$ cat src/sv/nndh_ram.sv
// Generic single-write, single-read RAM with registered read data.
// Depends on nothing.
`default_nettype none

module nndh_ram #(
    parameter int WIDTH = 8,
    parameter int DEPTH = 16
) (
    input  wire logic                                  clk,
    input  wire logic                                  we,
    input  wire logic [(DEPTH > 1 ? $clog2(DEPTH) : 1)-1:0] waddr,
    input  wire logic [WIDTH-1:0]                      wdata,
    input  wire logic [(DEPTH > 1 ? $clog2(DEPTH) : 1)-1:0] raddr,
    output logic      [WIDTH-1:0]                      rdata
);

    logic [WIDTH-1:0] mem [DEPTH];
    logic [WIDTH-1:0] rdata_reg;

    always_ff @(posedge clk)
    begin
        if (we)
        begin
            mem[waddr] <= wdata;
        end
        rdata_reg <= mem[raddr];
    end

    assign rdata = rdata_reg;

endmodule

`default_nettype wire

$ cat config.mk
export PLATFORM = sky130hd
export DESIGN_NAME = nndh_ram
export DESIGN_NICKNAME = d
export VERILOG_FILES = /design/src/sv/nndh_ram.sv
export SDC_FILE = /design/constraint.sdc
export NUM_CORES = 1
export LEC_CHECK = 0
export ABC_AREA = 1
export BUFFER_PORTS_ARGS = -buffer_cell sky130_fd_sc_hd__buf_2
export CAP_MARGIN = 20
export CORE_ASPECT_RATIO = 1.5
export CORE_UTILIZATION = 62
export CTS_CLUSTER_SIZE = 40
export DETAILED_ROUTE_END_ITERATION = 8
export PLACE_DENSITY = 0.76
export SETUP_SLACK_MARGIN = 0.5
export SYNTH_ARGS = -nofsm -noshare
export SYNTH_HDL_FRONTEND = slang
export SYNTH_SLANG_ARGS = --single-unit
$ cat constraint.sdc
create_clock -name clk -period 3.35 [get_ports clk]
set_input_delay 0.335 -clock clk [delete_from_list [all_inputs] [get_ports clk]]
set_output_delay 0.335 -clock clk [all_outputs]
set_load 0.03 [all_outputs]
# --- After elaboration in Yosys (flattened, before gate mapping) ---
# Memories as Yosys holds them, arrays and structs flattened. A register that Yosys moved wholly into a read port is not among the register bits.
# Cells that the tools add are included.
word_totals:
  ff_bits: 0
  ramBits: 128
  in_bits: 18
  wordCells: 3
  n_memories: 1
classes:
  muxes: 2
mem_list:
  columns: ["memory", "depth", "width", "read_ports", "rd_ports_with_merged_regs", "write_ports", "line_no", "rtl"]
  rows:
  - ["mem", 16, 8, 1, 1, 1, "17", "logic [WIDTH-1:0] mem [DEPTH];"]
ops:
  columns: ["cell", "n"]
  rows:
  - ["$mux 1", 2]

# --- Depth between registers and ports, before layout ---
depth:
  ltp_word: 2
  depth_mapped: 8

# --- Least setup slack after synthesis ---
# No wires, ideal clock.
synth_timing:
  kind: "input to register"
  startpoint: "input waddr[2] (netlist name)"
  endpoint: "memory mem[10][0], enable pin"
  arrival_time_ns: 0.916
  t_required_ns: 2.980
  path_slack_ns: 2.064
  cell_stages: 2
  path_buffers: 0
  path_cell_list: "nand3b_1 nor2_1"
synth_rtl:
  columns: ["element", "line_no", "rtl"]
  rows:
  - ["start: declaration", "11", "input wire logic [(DEPTH > 1 ? $clog2(DEPTH) : 1)-1:0] waddr,"]
  - ["end: declaration", "17", null]
# Straight into the memory's write port.

==> out/metrics.yaml <==
timing:
  final.setup.tns_ns: 0
  worstMarginPinSlew_ns: 1.01
  min_period_ns: 1.62
  maxSlewViolCount: 0
  fmax_mhz: 616
  slew-limit-headroom_pct: 32.2
  hold_viol_final: 0
  skew_ns: 0.00530
  rsz0062_at_grt: "false"
  setup_viol: 0
  fin_crit_sh_pct: 48.5
worst_setup_path:
  cp-end-kind: "flip-flop"
  cp.arrival_ns: 1.93
  required_ns: 3.65
  critPathKind: "in -> reg"
  start_kind: "primary input"
  crit_fanout: 33
detailed_routing:
  highest_layer: "met4"
  dr_total_vias: 3828
  wl_met3_microns: 797
  drt_iter0_markers: 332
  wl_per_cell_microns: 17.7
  dr.pass1.iters: 5
  drtAntennaViolNets: 0
  drt-met1-wl_microns: 4600
  via_per_inst: 5.50
  met2_length_microns: 6290
  drc: 0
  wl_microns: 12300
clock_tree:
  path_clk_slew_ns: 0.06
  post_cts_buffers: 0
  cts_resized: 0
  postCtsHoldBufs: 0
  cts_root_buf: "clkbuf_16"
  insertion_delay_ns: 0.41
  htreeDepth: 4
  clkSinkCount: 136
  tritoncts: "built"
  cts_buffer_depth: 2
  numCtsBuffers: 17
finish:
  n_antenna_cell: 0
  largest_reg_flops: 128
  layout-drive-gt1-share_pct: 9.39
  layout.nets: 591
  syn2layout_area_growth_pct: 11.0
  final_util_pct: 71.7
  final_area_sq_um: 6400
run:
  max_cap_violations: 0
floorplanning:
  die_area_sq_um: 9700
  die_x_microns: 80.7
  boundaryPins: 26
  fp.dieH_microns: 120
  core-area_sq_um: 8930
  num_rows: 42
  initial_core_util_pct: 64.6
synth:
  ys_async_sr_fraction_pct: 0
  synth_cell_types: 12
  yosysTopAreaCellShare_pct: 66.7
  yosysTopAreaCell: "edfxtp_1"
  synth_area_sq_um: 5770
  ys_top_cells_by_area: "edfxtp_1, nand2_1, nand3_1"
  synth_most_common_cell: "nand2_1"
  syn_inst: 551
  avgSynthCellArea_sq_um: 10.5
  yosysSeqAreaShare_pct: 69.4
  synth.net_count: 569
  synth_ff_type: "edfxtp_1"
  synth_warnings: 0
  ys_ff_latch: 136
  yosys-top-cells-count: "nand2_1, edfxtp_1, inv_1"
  synth-edff-count: 128
global_routing:
  grt-ovfl-total: 0
  grt_pass1_vias: 3838
  grt_pass1_wl_microns: 19600
  grt_usage_pct: 29.0
  grt_start_max_net_pins: 65
  antenna_found_initial: 0
pwr:
  p_per_area_nw_per_um2: 596
  p_leak_nw: 2.78
  vdd_drop_max_mv: 0.453
place:
  numPortBuffers: 25
  place_area_sq_um: 5880
  dp_hpwl_microns: 7510
  gp_congestion: 0.931
status:
  status: "finished clean"
worst_hold_path:
  min_path_type: "in -> reg"
-- layer usage --
metal  vias to the layer above  global-route usage (%)
met1                      1800                    35.1
met2                       169                    46.9
met3                        43                    5.93
met5                         -                       0
li1                       1816                       -
met4                         0                    17.9
-- placed cells by master (no fill, tap or decap), drive strengths merged --
cell type / netlist / layout
buf: 24 / 27
dfxtp: 8 / 8
nand2: 173 / 173
nand3: 97 / 97
nor2: 17 / 17
clkbuf: 0 / 22
clkinv: 0 / 6
nand3b: 2 / 2
clkinvlp: 0 / 3
bufinv: 0 / 1
edfxtp: 128 / 128
inv: 102 / 102
-- critical path, stage by stage --
cell and delay, ns:
buf_2 0.52, inv_2 0.45, nand3_1 0.20, nand3_1 0.18, nand3_1 0.15, nand2_1 0.08
-- per-stage QoR --
stage	cells	hold WS (ns)	power (W)	worst slack (ns)
finish	696	0.277	0.00382	1.73
CTS	696	0.274	0.00382	1.79
floorplan	551	0.434	0.00210	2.06
global route	696	0.287	0.00392	1.63
global placement	664	0.649	0.00218	1.39
detailed placement	664	0.657	0.00219	1.34
-- cell type report --
cell class              count  area [sq um]
fillers                   613          2530
well taps                 110           138
clock inverters            10          81.3
multi-input cells         289          1210
clock buffers              22           444
flip-flops and latches    136          4000
inverters                 102           383
repair buffers             27           140
-- final timing paths --
| path | start | slack, ns | cells after the start | endpoint |
|---|---|---|---|---|
| hold / removal | raddr[3] | 0.28 | 3 | rdata[3]$_DFF_P_ |
| setup / recovery | raddr[1] | 1.73 | 6 | rdata[2]$_DFF_P_ |
| hold reg to reg | mem[10][7]$_DFFE_PP_ | 0.66 | 6 | rdata[7]$_DFF_P_ |
| setup reg to reg | mem[5][2]$_DFFE_PP_ | 2.25 | 6 | rdata[2]$_DFF_P_ |
-- where the power goes --
part	switching (W)	leakage [nW]	internal [W]
combinational	0.000179	1.30	0.0000606
sequential	0.0000108	1.22	0.00190
clock	0.000657	0.251	0.00101
-- logic make-up (layout without fill, tap and decap cells) --
kind of cell	after synthesis	after routing	share of synthesized area (%)
AND/OR/NAND/NOR	289	289	21.0
buffers and inverters	126	161	9.52
flip-flops	136	136	69.4
Power figures use the tool's default switching activity.
