<file path="config.mk">
export PLATFORM = sky130hd
export DESIGN_NAME = nndh_cell
export DESIGN_NICKNAME = d
export VERILOG_FILES = /design/src/sv/nndh_pkg.sv /design/src/sv/nndh_cell.sv
export SDC_FILE = /design/constraint.sdc
export NUM_CORES = 1
export LEC_CHECK = 0
export BUFFER_PORTS_ARGS = -buffer_cell sky130_fd_sc_hd__buf_2
export CAP_MARGIN = 20
export CORE_MARGIN = 1.5
export CORE_UTILIZATION = 47
export CTS_CLUSTER_DIAMETER = 60
export DETAILED_ROUTE_END_ITERATION = 12
export PLACE_DENSITY = 0.8
export SYNTH_ARGS = -nofsm -noshare
export SYNTH_HDL_FRONTEND = slang
export SYNTH_SLANG_ARGS = --single-unit
</file>
<file path="constraint.sdc">
create_clock -name clk -period 0.8 [get_ports clk]
set_clock_uncertainty 0.2 [all_clocks]
set_input_delay 0.16 -clock clk [delete_from_list [all_inputs] [get_ports clk]]
set_output_delay 0.16 -clock clk [all_outputs]
set_load 0.03 [all_outputs]
</file>
<file path="src/sv/nndh_pkg.sv">
// Shared types and constants of the nearest-neighbor distance histogram.
// Depends on nothing; cell, isqrt, top and test files use it by scoped names.
`default_nettype none

package nndh_pkg;

    localparam int BOX_BITS       = 15;
    localparam int ATOMS_CFG_BITS = 9;
    localparam int BW_BITS        = 16;
    localparam int BINS_CFG_BITS  = 7;
    localparam int BIN_IDX_BITS   = 6;
    localparam int CNT_BITS       = 32;
    localparam int SUM_BITS       = 48;
    localparam int NEAR_BITS      = 17;
    localparam int MAG_BITS       = 14;
    localparam int SQ_BITS        = 28;
    localparam int D2_BITS        = 30;
    localparam int ROOT_BITS      = 15;
    localparam int AXES           = 3;

    localparam int CFG_IDX_BITS  = 3;
    localparam int CFG_DATA_BITS = 16;

    localparam logic [CFG_IDX_BITS-1:0] REG_BOX_X = 3'd0;
    localparam logic [CFG_IDX_BITS-1:0] REG_BOX_Y = 3'd1;
    localparam logic [CFG_IDX_BITS-1:0] REG_BOX_Z = 3'd2;
    localparam logic [CFG_IDX_BITS-1:0] REG_ATOMS = 3'd3;
    localparam logic [CFG_IDX_BITS-1:0] REG_BIN_W = 3'd4;
    localparam logic [CFG_IDX_BITS-1:0] REG_BINS  = 3'd5;

    // Marks that travel with one atom pair through the cell chain.
    typedef struct packed {
        logic valid;
        logic fin;
    } pair_tag_t;

    typedef logic [AXES-1:0][BOX_BITS-1:0] box_vec_t;

endpackage

`default_nettype wire

</file>
<file path="src/sv/nndh_cell.sv">
// One cell of the minimum-image chain: one restoring remainder step per axis.
// Depends on nndh_pkg.
`default_nettype none

module nndh_cell #(
    parameter int COORD_BITS = 16
) (
    input  wire logic                                          clk,
    input  wire logic                                          rst_n,
    input  wire nndh_pkg::box_vec_t                            box,
    input  wire nndh_pkg::pair_tag_t                           tag_in,
    input  wire logic [nndh_pkg::AXES-1:0][COORD_BITS-1:0]     abs_in,
    input  wire logic [nndh_pkg::AXES-1:0][nndh_pkg::BOX_BITS-1:0] rem_in,
    output nndh_pkg::pair_tag_t                                tag_out,
    output logic [nndh_pkg::AXES-1:0][COORD_BITS-1:0]          abs_out,
    output logic [nndh_pkg::AXES-1:0][nndh_pkg::BOX_BITS-1:0]  rem_out
);

    nndh_pkg::pair_tag_t tag_reg;
    logic [nndh_pkg::AXES-1:0][COORD_BITS-1:0]         abs_reg, abs_next;
    logic [nndh_pkg::AXES-1:0][nndh_pkg::BOX_BITS-1:0] rem_reg, rem_next;
    logic [nndh_pkg::AXES-1:0][nndh_pkg::BOX_BITS:0]   trial;

    // Shift the next magnitude bit into the partial remainder and subtract
    // the box length when it fits.
    always_comb
    begin
        for (int a = 0; a < nndh_pkg::AXES; a++)
        begin
            trial[a] = {rem_in[a], abs_in[a][COORD_BITS-1]};
            if (trial[a] >= {1'b0, box[a]})
            begin
                trial[a] = trial[a] - {1'b0, box[a]};
            end
            rem_next[a] = trial[a][nndh_pkg::BOX_BITS-1:0];
            abs_next[a] = abs_in[a] << 1;
        end
    end

    always_ff @(posedge clk or negedge rst_n)
    begin
        if (!rst_n)
        begin
            tag_reg <= '0;
        end
        else
        begin
            tag_reg <= tag_in;
        end
    end

    always_ff @(posedge clk)
    begin
        abs_reg <= abs_next;
        rem_reg <= rem_next;
    end

    assign tag_out = tag_reg;
    assign abs_out = abs_reg;
    assign rem_out = rem_reg;

endmodule

`default_nettype wire

</file>
# --- After elaboration in Yosys (flattened, before gate mapping) ---
# Cells that the tools add are included.
# W data, S select, Z words.
word_totals:
  register_bits: 92
  latch_bits: 0
  ramBits: 0
  mem_bits_ro: 0
  in_bits: 142
  output_inout_bits: 95
  mem_count: 0
op_classes:
  add_sub_neg: 3
  n_mul: 0
  n_div: 0
  magnitude_cmp: 3
  eq_ne: 0
  shift: 0
  n_mux: 3
  bitwise_logic: 0
  n_reduce_logical: 0
op_table:
  columns: ["op", "n"]
  rows:
  - ["$ge A16 B15 Y1", 3]
  - ["$mux W15", 3]
  - ["$sub A15 B15 Y15", 3]

# --- Logic depth before layout (Yosys ltp) ---
logic_depth:
  word_depth: 2
  depth_mapped: 11

# --- Worst setup path before layout ---
# No wires, ideal clock.
synth_path:
  path_kind: "input -> register"
  from: "input abs_in[15] (netlist name)"
  to: "register rem_reg (netlist bit rem_out[10])"
  setup_ns: 0.121
  arrival_ns: 2.129
  slack_ns: -1.650
  stages: 10
  n_path_buf: 1
  cell_sequence: "inv_1 -> ha_1 -> fa_1 -> nand2b_1 -> o2bb2ai_2 -> o31a_1 -> a22oi_4 -> a21boi_4 -> buf_6 -> mux2_4"
synth_lines:
  columns: ["item", "line", "source"]
  rows:
  - ["start, declared", "nndh_cell.sv:12", "input wire logic [nndh_pkg::AXES-1:0][COORD_BITS-1:0] abs_in,"]
  - ["end signal, assigned", "nndh_cell.sv:55", "rem_reg <= rem_next;"]
  - ["end, declared", "nndh_cell.sv:21", "logic [nndh_pkg::AXES-1:0][nndh_pkg::BOX_BITS-1:0] rem_reg, rem_next;"]

==> results.json <==
{
  "cts_max_level": 3,
  "synthSimpleGateAreaFrac_pct": 12.8,
  "status": "finished with violations",
  "crit_required_ns": 0.88,
  "post_dp_cell_area_mm2": 0.00774,
  "yosysMostFrequentCell": "dfxtp_1",
  "synthXorXnorAreaFrac_pct": 4.27,
  "async_flop_share_pct": 2.17,
  "hpwl_mm": 13.5,
  "synth_top_family_by_area": "compound AO/OA/AOI/OAI gates",
  "synth_top_area_share_pct": 35.1,
  "die_h_um": 107,
  "cts-root-buf": "clkbuf_8",
  "cp-end-kind": "register",
  "tightest_slew_ns": 0.600,
  "ys_warn_count": 0,
  "cp_slowest_cell": "a21oi_2",
  "synthFlopType": "dfxtp_1",
  "worstPathArrival_ns": 2.37,
  "path_max_fanout": 6,
  "yosysSeqAreaShare_pct": 36.1,
  "final_max_slew_viol_count": 0,
  "rows": 37,
  "timing.hold.ws_ns": -0.201,
  "grt_usage_pct": 40.0,
  "start_util_pct": 49.0,
  "slowest_delay_ns": 0.42,
  "grt_pass1_vias": 6867,
  "netlist-cell-type-count": 70,
  "fin_area_mm2": 0.00968,
  "core_area_mm2": 0.0105,
  "die_area_mm2": 0.0116,
  "power_density_mw_per_mm2": 1830,
  "wl_mm": 26.0,
  "synth_commonest_cells": "dfxtp_1, inv_1, ha_1",
  "fin_nets": 1182,
  "cp-start-kind": "input port",
  "post-route-worst-setup-slack_ns": -1.49,
  "viasPerCell": 5.85,
  "syn_avg_cell_area_um2": 9.25,
  "multi_input_area_mm2": 0.00350,
  "failed_checks": "hold timing, setup timing",
  "ant_nets": 0,
  "vias": 6630,
  "grt_max_degree": 20,
  "cts_sinks": 92,
  "ios": 237,
  "gp_routability_congestion": 0.901,
  "ir_drop_mv": 1.47,
  "clockBufferDepth": 2,
  "hold_violations": 45,
  "p_leak_nw": 4.72,
  "path_clk_slew_ns": 0.12,
  "antenna_found_initial": 1,
  "regArea_mm2": 0.00197,
  "synthCells": 555,
  "ys_top_cells_by_area": "dfxtp_1, ha_1, inv_1, a21oi_1, mux2_2",
  "path_common_cell": "a21oi_2",
  "area_delta_synth_final_pct": 88.6,
  "maxCapViolations": 0,
  "synth_fa_ha_area_share_pct": 12.1,
  "grt_overflow": 0,
  "max_slew_margin_pct": 59.7,
  "dieWidth_um": 107,
  "muxShareOfSynthArea_pct": 7.56,
  "synth_seq_cells": 92,
  "remaining_drc_errors": 0,
  "wl_per_cell_um": 23.0,
  "top_layer_used": "met4",
  "dr_wl_met2_mm": 12.7,
  "synth_compound_area_share_pct": 20.2,
  "drive_gt1_share_pct": 62.3,
  "yosys.area.top_type": "dfxtp_1",
  "numPortBuffers": 233,
  "path_class": "in -> reg",
  "firstDrtPassIters": 7,
  "worstPathCellList": "buf_2 > inv_1 > ha_1 > a21oi_2 > o211ai_1 > a32o_2 > a21o_4 > buf_8 > nor2_2 > a21oi_2",
  "hold_path_class": "in -> reg",
  "fillers": 390,
  "m1WireLength_mm": 8.54,
  "cts-hold-fix-buffers": 48,
  "syn_area_mm2": 0.00513,
  "max_freq_ghz": 0.437,
  "rsz0062_at_grt": "yes",
  "final_util_pct": 92.5,
  "finalCritPeriodShare_pct": 286,
  "drt_iter0_markers": 592,
  "route.met3.wl_mm": 2.89,
  "final.min_clock_period_ns": 2.29,
  "grt_pass1_wl_mm": 35.3,
  "cts-buffers-inserted": 9,
  "cts_tree": "yes",
  "synth_edf_count": 0,
  "setup_viol": 137
}
[cell type report]
cell class              instances  share of cell area [%]
repair buffers                442                    37.0
multi-input cells             387                    36.2
flip-flops and latches         92                    20.3
inverters                      60                    2.66
well taps                     136                    1.76
clock buffers                   9                    1.28
clock inverters                 7                   0.802
diodes                          1                  0.0259
[cells in the final DEF (no fill, tap or decap), drive strengths merged, types with 3 or more instances in the layout]
cell type    synthesis  final
and3                 8      8
a211oi               4      4
dlygate4sd3          0     48
nand2               24     24
nand4                7      7
nor2                40     40
nand3                7      7
a21o                12     13
inv                 60     64
ha                  45     45
nand2b               9      9
fa                   3      3
a2111oi              3      3
mux2                25     25
o2bb2ai              3      3
or2                  5      5
nor2b                5      5
o21bai               3      3
o21a                13     13
dfxtp               90     90
a21boi               5      6
clkbuf               8      9
buf                 12    394
mux2i                8      8
o31ai                8      8
nor3                14     14
o31a                 3      3
xor2                 5      5
a21oi               44     44
conb                 1      3
o211ai               6      6
o21ai               20     20
xnor2               20     20
a31oi                7      7
[where the power goes]
group / internal, W / total (W) / switching, W
clock: 0.00125 / 0.00338 / 0.00213
sequential: 0.00533 / 0.00569 / 0.000355
combinational: 0.00419 / 0.00863 / 0.00445
[cells by family after synthesis]
| kind of cell | Yosys count |
|---|---|
| AOI/OAI and AO/OA | 148 |
| xor gates and xnor gates | 25 |
| adders and majority gates | 48 |
| buffers and inverters | 80 |
| DFF | 92 |
| muxes | 33 |
| other | 1 |
| and+or+nand+nor | 128 |
[worst paths after layout]
path / start / endpoint / slack [ns] / depth (start not counted)
max: box[42] / rem_out[32]$_DFF_P_ / -1.49 / 10
min: rem_in[26] / rem_out[27]$_DFF_P_ / -0.20 / 2
min in group asynchronous: rst_n / tag_out[1]$_DFF_PN0_ / -0.11 / 2
max in group asynchronous: rst_n / tag_out[0]$_DFF_PN0_ / 0.39 / 2
[through the flow]
stage | instances | power [W] | setup TNS, ns | worst slack [ns]
6_report | 1134 | 0.0177 | -96.63 | -1.49
5_1_grt | 1133 | 0.0182 | -101.11 | -1.55
4_1_cts | 1122 | 0.0167 | -89.02 | -1.21
3_5_place_dp | 1046 | 0.0119 | -78.63 | -1.81
3_3_place_gp | 1046 | 0.0116 | -75.18 | -1.71
2_1_floorplan | 557 | 0.00953 | -61.11 | -1.57
[timing repair]
action / in CTS / in global routing
endpoints found under the setup margin: 137 / 137
pin swaps: 27 / 23
cloned: 3 / 0
setup buffers: 9 / 14
endpoints found under the hold margin: 93 / 45
resized for setup: 268 / 39
[metal layers]
layer / vias up / GRT usage (%)
met5: - / 0
met4: 0 / 23.0
met3: 192 / 13.7
met2: 557 / 72.5
met1: 3053 / 39.5
li1: 2828 / -
[flip-flops by register name, indices dropped and copies added (netlist names)]
| name | flops |
|---|---|
| tag_out | 2 |
| rem_out | 45 |
| abs_out | 45 |
[worst max-delay path: cells and delay by family]
family	cells	cell delay (ns)
AO/OA/AOI/OAI	5	1.25
adder cells (fa/ha/maj)	1	0.33
buffers and inverters	3	0.32
AND/OR/NAND/NOR	1	0.31
(Power assumes the default switching activity.)
