### config.mk
export PLATFORM = sky130hd
export DESIGN_NAME = nndh_isqrt
export DESIGN_NICKNAME = d
export VERILOG_FILES = /design/src/sv/nndh_pkg.sv /design/src/sv/nndh_isqrt.sv
export SDC_FILE = /design/constraint.sdc
export NUM_CORES = 1
export LEC_CHECK = 0
export BUFFER_PORTS_ARGS = -buffer_cell sky130_fd_sc_hd__buf_4
export CAP_MARGIN = 10
export CORE_MARGIN = 10
export CORE_UTILIZATION = 36
export CTS_BUF_LIST = sky130_fd_sc_hd__clkbuf_4
export CTS_CLUSTER_DIAMETER = 80
export DETAILED_ROUTE_END_ITERATION = 12
export PLACE_DENSITY_LB_ADDON = 0.05
export SLEW_MARGIN = 15
export SYNTH_ARGS = -nofsm -noshare
export SYNTH_HDL_FRONTEND = slang
export SYNTH_SLANG_ARGS = --single-unit
export TNS_END_PERCENT = 1
### constraint.sdc
create_clock -name clk -period 4.6 [get_ports clk]
set_input_delay 0.69 -clock clk [delete_from_list [all_inputs] [get_ports clk]]
set_output_delay 0.69 -clock clk [all_outputs]
set_load 0.1 [all_outputs]
### src/sv/nndh_pkg.sv
// Shared types and constants of the nearest-neighbor distance histogram.
// Depends on nothing; cell, isqrt, top and test files use it by scoped names.
`default_nettype none

package nndh_pkg;

    localparam int BOX_BITS       = 15;
    localparam int ATOMS_CFG_BITS = 9;
    localparam int BW_BITS        = 16;
    localparam int BINS_CFG_BITS  = 7;
    localparam int BIN_IDX_BITS   = 6;
    localparam int CNT_BITS       = 32;
    localparam int SUM_BITS       = 48;
    localparam int NEAR_BITS      = 17;
    localparam int MAG_BITS       = 14;
    localparam int SQ_BITS        = 28;
    localparam int D2_BITS        = 30;
    localparam int ROOT_BITS      = 15;
    localparam int AXES           = 3;

    localparam int CFG_IDX_BITS  = 3;
    localparam int CFG_DATA_BITS = 16;

    localparam logic [CFG_IDX_BITS-1:0] REG_BOX_X = 3'd0;
    localparam logic [CFG_IDX_BITS-1:0] REG_BOX_Y = 3'd1;
    localparam logic [CFG_IDX_BITS-1:0] REG_BOX_Z = 3'd2;
    localparam logic [CFG_IDX_BITS-1:0] REG_ATOMS = 3'd3;
    localparam logic [CFG_IDX_BITS-1:0] REG_BIN_W = 3'd4;
    localparam logic [CFG_IDX_BITS-1:0] REG_BINS  = 3'd5;

    // Marks that travel with one atom pair through the cell chain.
    typedef struct packed {
        logic valid;
        logic fin;
    } pair_tag_t;

    typedef logic [AXES-1:0][BOX_BITS-1:0] box_vec_t;

endpackage

`default_nettype wire

### src/sv/nndh_isqrt.sv
// Iterative integer square root, two radicand bits per cycle.
// Depends on nndh_pkg.
`default_nettype none

module nndh_isqrt (
    input  wire logic                             clk,
    input  wire logic                             rst_n,
    input  wire logic                             start,
    input  wire logic [nndh_pkg::D2_BITS-1:0]     value,
    output logic                                  done,
    output logic      [nndh_pkg::ROOT_BITS-1:0]   root
);

    localparam int W = nndh_pkg::D2_BITS;

    logic [W-1:0] v_reg, v_next;
    logic [W-1:0] res_reg, res_next;
    logic [W-1:0] bit_reg, bit_next;
    logic         done_reg, done_next;
    logic [W-1:0] trial;

    always_comb
    begin
        v_next    = v_reg;
        res_next  = res_reg;
        bit_next  = bit_reg;
        done_next = 1'b0;
        trial     = res_reg + bit_reg;
        if (start)
        begin
            v_next   = value;
            res_next = '0;
            bit_next = W'(1) << (W - 2);
        end
        else if (bit_reg != '0)
        begin
            if (v_reg >= trial)
            begin
                v_next   = v_reg - trial;
                res_next = (res_reg >> 1) + bit_reg;
            end
            else
            begin
                res_next = res_reg >> 1;
            end
            bit_next  = bit_reg >> 2;
            done_next = (bit_reg == W'(1));
        end
    end

    always_ff @(posedge clk or negedge rst_n)
    begin
        if (!rst_n)
        begin
            bit_reg  <= '0;
            done_reg <= 1'b0;
        end
        else
        begin
            bit_reg  <= bit_next;
            done_reg <= done_next;
        end
    end

    always_ff @(posedge clk)
    begin
        v_reg   <= v_next;
        res_reg <= res_next;
    end

    assign done = done_reg;
    assign root = res_reg[nndh_pkg::ROOT_BITS-1:0];

endmodule

`default_nettype wire

### Word level (Yosys, flattened, before mapping)

Cells that the tools add are included.

| word-level totals | value |
|---|---|
| logic and storage cells | 21 |
| output and inout port bits | 16 |
| bits of input ports | 33 |
| register bits after elaboration | 91 |

| cells by class | value |
|---|---|
| magnitude comparators | 1 |
| add/subtract/negate cells | 3 |
| reduce and logical (&&, ||, !) cells | 4 |
| mux-type cells | 8 |
| eq/ne operators | 1 |

Operators with widths:

| operator | number |
|---|---|
| 30-bit 2-to-1 mux | 6 |
| 29-bit by 30-bit adder with 30-bit output | 1 |
| 30-bit adder | 1 |
| 30-bit by 1-bit == test with 1-bit output (second input constant) | 1 |
| 30-bit >= comparator | 1 |
| 30-bit nonzero test | 1 |
| 30-bit subtractor | 1 |
| 2-bit nonzero test | 2 |
| 1-bit 2-to-1 mux | 2 |
| 2-bit AND reduction | 1 |

### Logic depth before layout (Yosys ltp)

| depth | value |
|---|---|
| depth after elaboration | 5 |
| depth in mapped cells | 22 |
| mapped depth without buffers | 19 |

### Worst setup path before layout

No wires, ideal clock.

| timing | value |
|---|---|
| path kind | reg-to-reg |
| start point | reg bit_reg[0] |
| end point | reg v_reg[0] (enable) |
| arrival time | 4.116 ns |
| path buffers | 2 |
| clock period less this slack | 4.503 ns |
| data required time | 4.213 ns |
| stages on the path, launching flop included | 21 |
| setup time | 0.387 ns |
| slack | 0.097 ns |
| cell sequence | dfrtp_1 > ha_1 > ha_1 > a21oi_1 > o21ai_0 > a31oi_1 > o21bai_1 > a211oi_1 > nor2b_1 > xnor2_1 > ha_1 > clkbuf_1 > nand3_1 > nor4_1 > nand3_1 > nand4b_1 > a211oi_2 > buf_4 > nor2_2 > nand2_1 > nand2_1 |

| between the ends | value |
|---|---|
| longest elaborated chain between the ends | 4 |
| elaborated cells between the ends (all ways) | 6 |
| those cells by class | add/sub (1); order compare (1); reduce/logical (4) |

RTL lines:

| what | line | RTL |
|---|---|---|
| start, declared | nndh_isqrt.sv:18 | `logic [W-1:0] bit_reg, bit_next;` |
| start signal, assigned | nndh_isqrt.sv:60 | `bit_reg <= bit_next;` |
| 30-bit adder | nndh_isqrt.sv:28 | `trial = res_reg + bit_reg;` |
| 30-bit >= comparator | nndh_isqrt.sv:37 | `if (v_reg >= trial)` |
| 2-bit nonzero test (no line) | -- |  |
| 2-bit AND reduction (no line) * | -- |  |
| end signal, assigned | nndh_isqrt.sv:67 | `v_reg <= v_next;` |
| end, declared | nndh_isqrt.sv:16 | `logic [W-1:0] v_reg, v_next;` |

Every way passes the cells marked *; elsewhere a longest branch is shown, timed or not.
A chain may end at the register's enable or synchronous reset.

### Worst setup path after layout

| timing | value |
|---|---|
| start point | reg bit_reg[4] |
| end point | reg res_reg[17] |

| between the ends | value |
|---|---|
| longest elaborated chain between the ends | 3 |
| elaborated cells between the ends (all ways) | 5 |
| those cells by class | add/sub (2); order compare (1); mux (1); reduce/logical (1) |

RTL lines:

| what | line | RTL |
|---|---|---|
| 30-bit adder | nndh_isqrt.sv:28 |  |
| 30-bit >= comparator | nndh_isqrt.sv:37 |  |
| 30-bit 2-to-1 mux | nndh_isqrt.sv:37 |  |
| end signal, assigned | nndh_isqrt.sv:68 | `res_reg <= res_next;` |
| end, declared | nndh_isqrt.sv:17 | `logic [W-1:0] res_reg, res_next;` |

Parallel ways exist; a longest one is shown, timed or not.

==> impl_results.md <==
- Status: finished, final reports clean
- Sum of negative setup slack: 0 ps
- RSZ-0062 raised after global routing: true
- Global-route wire length before repair: roughly 32000 um
- Initial antenna violation count: 1
- Vias per inst: 5.59
- Worst path required time: 4990 ps
- Sequential area share after synthesis: between 20% and 30%
- Rows: 49
- Placer Congestion: 0.880
- CTS tree: yes
- Total power: just over 5000 uW
- Insertion delay to the later sink of the worst-skew pair: 470 ps
- Post-synth ARST share: 21.1%
- CP bufs+invs: 2
- P_leak: approximately 0.0031 uW
- Die ar.: 24600 um^2
- Clock transition at the registers of the reported paths: 130 ps
- Max Fclk: 0.228 GHz
- CP delay by family, top: compound AO/OA/AOI/OAI gates
- Number of iterations in the first detailed-routing pass: 5
- Crit path launch type: flip-flop
- Syn_nets: 915
- Max-slew headroom: 54.3%
- Tmin final: about 4400 ps
- Area grow syn2layout: 13.4%
- Multi-input gate area: 4600 um^2
- Vias in the first global route: 6068
- Most common cell after layout, fill and taps aside: nand2_1
- Pwr/cell area: 670 nW/um^2
- Largest net degree at the start of global routing: 59
- Final hold vios: 0
- Mapped cell area: 6730 um^2
- CP Capture Type: flip-flop
- Initial detailed-routing violation count: between 300 and 400
- H-tree Lvls: 3
- Most frequent cells in the layout: nand2_1, nor2_1, buf_4
- Layout Skew: approximately 12 ps
- CP max stage delay: around 450 ps
- Avg WL per Cell: 18.3 um
- # IOs: between 40 and 50
- Final ANT Viol Nets: 0
- Syn. warnings: 0
- Crit-path slowest cell: dfrtp_1
- Worst path most repeated cell: a211oi_2
- Tightest Hold Check Type: in -> async
- Number of synthesized flops with an enable pin: 30
- Chip width: between 150 and 200 um
- Critical-path cell list: ha_1 -> a211oi_2 -> a211oi_2 -> buf_4 -> a211oi_2 -> nor2_1 -> a211o_1 -> a31o_2 -> xnor2_1 -> ha_1 -> a21o_1 -> a21oi_1 -> nand4b_1 -> a211oi_4 -> buf_6 -> nor3_2 -> xnor2_1 -> a211oi_1
- Share of layout cells above drive strength 1: between 10% and 20%
- Final setup fails: 0
- All-Layer GR Usage: about 16%
- Synth Instances: 819
- Sequential cell area: 1900 um^2
- Clock Tree Buf Depth: 2
- Filler instances: about 1800
- Final HPWL DP: around 15000 um
- Residual DRC: 0
- WHS: between 50 and 60 ps
- TritonCTS Buffers: 9
- Placeable Area: 18200 um^2
- # port buffers: 48
- Drt total wl: 19900 um
- Distinct cells, synth: 75
- Root Buffer: clkbuf_4
- Slew @ Worst Pin: 682 ps
- Die Y: 157 um
- Most used DFF post-synth: edfxtp_1
- Hold-fix buffer count after cts: 0
- Final max-slew violation count: 0
- Vias: 6087
- #FFs+latches synth: 76
- Synth Area per Inst: 8.22 um^2
- VDD IR max: 0.298 mV
- Fin nets: 950
- Clock sink count: 76
- Max Cap Viol: 0
- Critical path arrival: 4770 ps
- CP max FO: 14
- Tcrit/Tclk final: between 90% and 100%
- Starting density of the core: 37.0%
- GRT overflow: 0
- WS Path Type: reg -> reg
==> cell families (layout without fill, tap and decap cells) <==
logic type / Yosys count / in the layout / synth area share (%)
buf+inv: 74 / 113 / 5.30
mux: 8 / 8 / 1.25
other cells: 0 / 1 / 0
fa+ha+maj: 63 / 63 / 11.8
simple gates: 296 / 297 / 20.8
flops: 76 / 76 / 28.2
xor+xnor: 70 / 70 / 9.11
compound gates: 232 / 232 / 23.5
==> cells in the mapped netlist, types with 4 or more instances <==
cell type | instances | area (um^2)
o21bai_1 | 6 | 45.0
xnor2_1 | 44 | 385
a41oi_1 | 4 | 35.0
a31oi_1 | 17 | 106
a21o_1 | 13 | 97.6
nor3_1 | 23 | 115
dfrtp_1 | 16 | 400
ha_1 | 62 | 776
edfxtp_1 | 30 | 901
clkbuf_1 | 28 | 105
and3_1 | 7 | 43.8
or2_2 | 4 | 25.0
o31ai_1 | 9 | 67.6
a311oi_1 | 5 | 43.8
nor2b_1 | 21 | 131
nor3_2 | 5 | 50.1
a21oi_1 | 49 | 245
nor3b_1 | 9 | 67.6
mux2i_1 | 5 | 50.1
nand3_1 | 16 | 80.1
a211oi_1 | 24 | 180
nor4_1 | 5 | 31.3
a31o_2 | 5 | 43.8
inv_1 | 19 | 71.3
nand2b_1 | 4 | 25.0
dfxtp_1 | 30 | 601
nand4_1 | 7 | 43.8
buf_2 | 5 | 25.0
o21ai_0 | 51 | 255
nor2_1 | 81 | 304
nand2_1 | 100 | 375
xor2_1 | 26 | 228
o21a_1 | 5 | 37.5
o22ai_1 | 4 | 25.0
buf_4 | 17 | 128
o32ai_1 | 5 | 43.8
==> routing by layer <==
metal  GRT usage, %  vias to the layer above  wire length (um)
li1               -                     3041                 -
met1           20.3                     2907              9240
met2           26.9                      122              9490
met5              0                        -                 0
met3           4.08                       17               919
met4           4.04                        0               282
==> final cells by class <==
class | count | area share (%)
diodes | 1 | 0.0328
clock buffers | 10 | 0.983
clock inverters | 6 | 1.02
inverters | 19 | 0.934
multi-input cells | 670 | 60.2
flip-flops and latches | 76 | 24.9
well taps | 229 | 3.75
repair buffers | 78 | 8.16
==> stage by stage <==
| step | worst slack [ps] | util (%) | cells | cell area (um^2) |
|---|---|---|---|---|
| floorplan | 96.6 | - | 819 | 6730 |
| global placement | 53.8 | 40.2 | 1068 | 7310 |
| detailed placement | -107 | 40.2 | 1068 | 7310 |
| CTS | 66.4 | 41.1 | 1084 | 7490 |
| global route | -91.5 | 41.9 | 1089 | 7640 |
| finish | 213 | 41.9 | 1089 | 7640 |
==> power breakdown <==
group	total (uW)	switching (uW)	internal [uW]
registers	1160	165	994
clock network	490	268	222
logic	3470	2080	1390
==> worst paths after layout <==
path                             startpoint           to  slack [ps]  cells past startpoint
worst min-delay path                  rst_n   bit_reg[0]          50                      1
worst min register to register  res_reg[29]  res_reg[28]         560                      2
min in group clk                  value[20]    v_reg[20]         490                      3
worst max-delay path             bit_reg[4]  res_reg[17]         210                     18
worst max register to register   bit_reg[4]  res_reg[17]         210                     18
max in group asynchronous             rst_n  bit_reg[16]        4330                      1
==> repair_timing <==
action,in CTS,in global routing
hold endpoints to repair,0,0
pin swaps,0,8
gates resized for setup,5,22
setup endpoints to repair,27,67
cloned,0,2
setup buffers,0,2
(Power assumes the default switching activity.)
